`src/rtl/tacdf_pkg.sv`:
```
// ----------------------------------------------------------------------------
// Triangle area CDF builder package
// Shared widths, opcodes, status codes and sequencer states.
// ----------------------------------------------------------------------------
package tacdf_pkg;

    localparam int MAX_TRIANGLES = 1024;
    localparam int COORD_BITS    = 12;
    localparam int IDX_W         = 10;
    localparam int CNT_W         = 11;
    localparam int TOT_W         = 36;
    localparam int FRAC_W        = 17;
    localparam int DIF_W         = COORD_BITS + 1;
    localparam int CRS_W         = 2 * DIF_W + 1;
    localparam int SUM_W         = 2 * CRS_W + 2;
    localparam logic [TOT_W-1:0] TOTAL_MAX = '1;

    typedef enum logic [1:0] {
        OP_APPEND = 2'd0,
        OP_READ   = 2'd1,
        OP_CLEAR  = 2'd2,
        OP_NONE   = 2'd3
    } opcode_t;

    typedef enum logic [1:0] {
        ST_OK       = 2'd0,
        ST_RANGE    = 2'd1,
        ST_FULL     = 2'd2,
        ST_ZERO_TOT = 2'd3
    } status_t;

    typedef enum logic [3:0] {
        S_IDLE,
        S_CROSS,
        S_SQ,
        S_SQRT,
        S_ACCUM,
        S_RDMEM,
        S_DIV,
        S_DONE
    } state_t;

    // Handshake between the sequencer and the shared arithmetic unit.
    typedef struct packed {
        logic start_sqrt;
        logic start_div;
    } unit_ctl_t;

endpackage

```
`src/rtl/tacdf_unit.sv`:
```
// ----------------------------------------------------------------------------
// Triangle area CDF shared iterative unit
// One subtract-and-compare datapath, used one bit per cycle for both the
// integer square root and the restoring division.
// ----------------------------------------------------------------------------
module tacdf_unit
    import tacdf_pkg::*;
(
    input  logic                clk,
    input  logic                rst_n,
    input  unit_ctl_t           ctl,
    input  logic [SUM_W-1:0]    radicand,
    input  logic [TOT_W-1:0]    dividend,
    input  logic [TOT_W-1:0]    divisor,
    output logic                busy,
    output logic [SUM_W-1:0]    result
);

    localparam int REM_W  = SUM_W + 2;
    localparam int QW     = TOT_W + 16;
    localparam int STEP_W = 6;

    logic              busy_reg, busy_next;
    logic              mode_reg, mode_next;      // high for division
    logic [STEP_W-1:0] step_reg, step_next;
    logic [REM_W-1:0]  rem_reg, rem_next;
    logic [SUM_W-1:0]  num_reg, num_next;
    logic [SUM_W-1:0]  q_reg, q_next;
    logic [REM_W-1:0]  trial;
    logic [REM_W-1:0]  shifted;
    logic [REM_W-1:0]  sub_op;

    // Square root: two radicand bits enter per step, compared against 4q+1.
    // Division: one dividend bit enters per step, compared against the divisor.
    always_comb
    begin
        if (mode_reg)
        begin
            shifted = {rem_reg[REM_W-2:0], num_reg[SUM_W-1]};
            sub_op  = REM_W'(divisor);
        end
        else
        begin
            shifted = {rem_reg[REM_W-3:0], num_reg[SUM_W-1:SUM_W-2]};
            sub_op  = {q_reg[REM_W-3:0], 2'b01};
        end
        trial = shifted - sub_op;
    end

    always_comb
    begin
        busy_next = busy_reg;
        mode_next = mode_reg;
        step_next = step_reg;
        rem_next  = rem_reg;
        num_next  = num_reg;
        q_next    = q_reg;
        if (ctl.start_sqrt)
        begin
            busy_next = 1'b1;
            mode_next = 1'b0;
            step_next = STEP_W'(SUM_W / 2);
            rem_next  = '0;
            num_next  = radicand;
            q_next    = '0;
        end
        else if (ctl.start_div)
        begin
            busy_next = 1'b1;
            mode_next = 1'b1;
            step_next = STEP_W'(QW);
            rem_next  = '0;
            // The dividend scaled by 2^16 sits at the top, so the QW steps use it all.
            num_next  = {dividend, {(SUM_W - TOT_W){1'b0}}};
            q_next    = '0;
        end
        else if (busy_reg)
        begin
            if (!trial[REM_W-1])
            begin
                rem_next = trial;
                q_next   = {q_reg[SUM_W-2:0], 1'b1};
            end
            else
            begin
                rem_next = shifted;
                q_next   = {q_reg[SUM_W-2:0], 1'b0};
            end
            num_next  = mode_reg ? {num_reg[SUM_W-2:0], 1'b0}
                                 : {num_reg[SUM_W-3:0], 2'b00};
            step_next = step_reg - 1'b1;
            if (step_reg == STEP_W'(1))
                busy_next = 1'b0;
        end
    end

    always_ff @(posedge clk or negedge rst_n)
    begin
        if (!rst_n)
        begin
            busy_reg <= 1'b0;
            mode_reg <= 1'b0;
            step_reg <= '0;
        end
        else
        begin
            busy_reg <= busy_next;
            mode_reg <= mode_next;
            step_reg <= step_next;
        end
    end

    always_ff @(posedge clk)
    begin
        rem_reg <= rem_next;
        num_reg <= num_next;
        q_reg   <= q_next;
    end

    assign busy   = busy_reg;
    assign result = q_reg;

    a_no_double_start: assert property (@(posedge clk) disable iff (!rst_n)
        !(ctl.start_sqrt && ctl.start_div))
        else $error("square root and division started together");
    a_start_when_free: assert property (@(posedge clk) disable iff (!rst_n)
        (ctl.start_sqrt || ctl.start_div) |-> !busy_reg)
        else $error("unit started while busy");

endmodule

```
`config.mk`:
```
export PLATFORM = sky130hd
export DESIGN_NAME = tacdf_unit
export DESIGN_NICKNAME = d
export VERILOG_FILES = /design/src/rtl/tacdf_pkg.sv /design/src/rtl/tacdf_unit.sv
export SDC_FILE = /design/constraint.sdc
export NUM_CORES = 1
export LEC_CHECK = 0
export BUFFER_PORTS_ARGS = -buffer_cell sky130_fd_sc_hd__buf_2
export CAP_MARGIN = 20
export CORE_MARGIN = 3
export CORE_UTILIZATION = 50
export CTS_CLUSTER_DIAMETER = 30
export DETAILED_ROUTE_END_ITERATION = 16
export PLACE_DENSITY_LB_ADDON = 0.2
export SYNTH_ARGS = -nofsm -noshare
export SYNTH_HDL_FRONTEND = slang
export SYNTH_SLANG_ARGS = --single-unit
```
`constraint.sdc`:
```
create_clock -name clk -period 4.3 [get_ports clk]
set_input_delay 0.645 -clock clk [delete_from_list [all_inputs] [get_ports clk]]
set_output_delay 0.645 -clock clk [all_outputs]
set_load 0.01 [all_outputs]
```
==> impl_metrics.tcl <==
set metrics [dict create \
    crit_start "mode_reg" \
    first_iter_violations 770 \
    tritoncts "yes" \
    clock-skew-final_ns 0.0106 \
    r2r_cells 14 \
    fin_ws_ns 0.191 \
    diodes 0 \
    async_flop_share 0.0452 \
    rows 57 \
    crit_path_max_incr_delay_ns 0.53 \
    grt_max_degree 130 \
    yosys_warnings 0 \
    placed_cell_area_um2 13800 \
    preCtsSetupSlack_ns -0.0452 \
    worstMarginPinSlew_ns 0.894 \
    cpMostUsedCell "a31oi_1" \
    crit_chain "buf_12 > mux2_2 > ha_1 > a21oi_1 > o22ai_1 > nand2b_1 > a21oi_1 > o21ai_0 > a31oi_1 > o21bai_1 > a31oi_1 > xnor2_1 > nand2_1 > a31oi_1" \
    synth_area_um2 12500 \
    vias 11200 \
    die_w_um 164 \
    grt_pass1_vias 10300 \
    holdCritPathClass "input pin to asynchronous set/reset pin" \
    hpwl_um 22700 \
    start_util 0.510 \
    hold_ws_ns 0.0456 \
    wl_per_cell_um 16.2 \
    drc_errors 0 \
    place_inst 1937 \
    crit_fanout 31 \
    fin_cells 1976 \
    synth_area_per_cell_um2 8.39 \
    multi_input_area_um2 7800 \
    grtUsageTotal 0.229 \
    finalHoldViolCount 0 \
    clock-sinks 177 \
    final_nets 1831 \
    ff2ff_setup_slack_ns 0.19 \
    core_area_um2 24500 \
    cts_buffers 17 \
    clk_latency_ns 0.44 \
    drv_cap 0 \
    gp_congestion 0.880 \
    cp_slowest_cell "dfrtp_4" \
    drt-total-wl_um 32000 \
    start_kind "flop" \
    ys.flop_type "dfxtp_1" \
    endpoint "rem_reg[31]" \
    rr_startpoint "mode_reg" \
    synth_edf_count 56 \
    crit_arrival_ns 4.48 \
    finalMaxSlewViolations 0 \
    outcome "complete, no violations" \
    crit_family "compound AO/OA/AOI/OAI gates" \
    powerDensity_nw_per_um2 859 \
    ant_nets 0 \
    first_pass_iters 6 \
    final.setup.tns_ns 0 \
    end_kind "flop" \
    clockBufferDepth 2 \
    cts.clk_slew.worst_paths_ns 0.08 \
    areaGrowthSynthToFinish_pct 15.8 \
    required_ns 4.67 \
    ctsHoldBuffers 0 \
    r2r_end "rem_reg[31]" \
    min_period_ns 4.11 \
    syn_inst 1488 \
    largest_register_ffs 57 \
    final_area_um2 14500 \
    pin_count 189 \
    p_leak_nw 6.73 \
    ys_ff_latch 177 \
    cp_num_cells 14 \
    grt_antenna_before_repair 0 \
    fmax_mhz 243 \
    grt-ovfl-total 0 \
    yosysSeqAreaShare 0.332 \
    seqCellArea_um2 4150 \
    htree_num_levels 4 \
    period_share 0.956 \
    nFillCells 2242 \
    grt_first_pass_wirelength_um 51000 \
    path_buf_inv 1 \
    worst-setup-path-type "flop to flop" \
    finalSetupViolations 0 \
    slew-limit-headroom 0.404 \
    drive_above_1_share 0.215 \
    viasPerCell 5.68 \
    ir_drop_mv 0.626 \
    synth_cell_type_count 73 \
    die_area_um2 26900 \
    dieHeight_um 164 \
    port_buffers 188 \
    synth_fp_nets 1680 \
    root_buffer "clkbuf_16" \
]
==> metrics by stage <==
step	util	total power, mW
6_report	0.591	12.4
2_1_floorplan	-	8.65
5_1_grt	0.591	13.4
3_3_place_gp	0.563	10.4
4_1_cts	0.589	12.3
3_5_place_dp	0.563	10.5
==> routing by layer <==
layer,vias up,track usage,share of wire
li1,5641,-,-
met1,5239,0.321,0.48
met2,289,0.375,0.46
met3,45,0.0262,0.046
met4,0,0.0627,0.017
met5,-,0,0
==> final cells by class <==
| class | count | area share |
|---|---|---|
| multi-input cells | 1174 | 0.539 |
| flip-flops and latches | 177 | 0.287 |
| repair buffers | 246 | 0.0983 |
| clock buffers | 17 | 0.0294 |
| well taps | 324 | 0.0280 |
| clock inverters | 15 | 0.0124 |
| inverters | 23 | 0.00597 |
==> cells by family after synthesis <==
kind of cell / share of synthesized area
compound gates: 0.188
xor+xnor: 0.0435
fa+ha+maj: 0.0607
buf+inv: 0.0463
flops: 0.332
mux: 0.171
simple gates: 0.159
==> Yosys cell counts (all sizes together) (3+ instances only) <==
cell	count	share of area
clkbuf	72	0.022
xnor2	40	0.030
o31ai	5	0.0030
nand4	25	0.013
nand3	20	0.0084
nor2	144	0.043
o21bai	12	0.0072
a21oi	122	0.049
mux2	55	0.050
edfxtp	56	0.13
and3	6	0.0030
nor2b	5	0.0025
ha	59	0.059
or3	5	0.0025
nor4	7	0.0040
a211oi	10	0.0060
and2	4	0.0020
o21ai	142	0.057
a31oi	49	0.025
buf	42	0.018
dfrtp	8	0.016
o221ai	3	0.0026
dfxtp	113	0.18
a21o	24	0.014
nand2	192	0.058
inv	23	0.0069
xor2	19	0.014
mux2i	152	0.12
nand2b	28	0.014
nor3	7	0.0028
==> worst min path at each step <==
stage,slack (ns),end,start
after floorplan,0.35,busy,rst_n
after global placement,0.49,rem_reg[42],rem_reg[42]
after detailed placement,0.49,rem_reg[42],rem_reg[42]
after CTS,0.03,busy,rst_n
after global routing,0.04,step_reg[5],rst_n
final,0.05,step_reg[5],rst_n
==> placed cells by master, fill, tap and decap left out, types with 28 or more instances in the layout <==
master / n
a21oi_1: 120
a31oi_1: 49
buf_2: 188
buf_4: 52
dfxtp_1: 113
edfxtp_1: 56
ha_1: 58
mux2_2: 55
mux2i_1: 151
nand2_1: 192
nand2b_1: 28
nor2_1: 143
o21ai_0: 136
xnor2_1: 39
==> worst reg2reg max path: cells and delay by family (launching register included) <==
family | cells | cell delay (ns)
compound gates | 8 | 2.12
flops | 1 | 0.53
mux | 1 | 0.39
fa+ha+maj | 1 | 0.38
buf+inv | 1 | 0.25
simple gates | 2 | 0.24
xor+xnor | 1 | 0.16
==> report_power, final <==
part	leakage [nW]	switching [mW]	internal [mW]
sequential	1.63	0.180	2.02
combinational	4.82	5.03	3.57
clock	0.288	0.788	0.840
==> timing repair <==
item / 4_1_cts / 5_1_grt
pin swaps: 1 / 0
setup endpoints to repair: 2 / 43
resized for setup: 0 / 7
setup buffers: 2 / 5
Power figures use the tool's default switching activity.
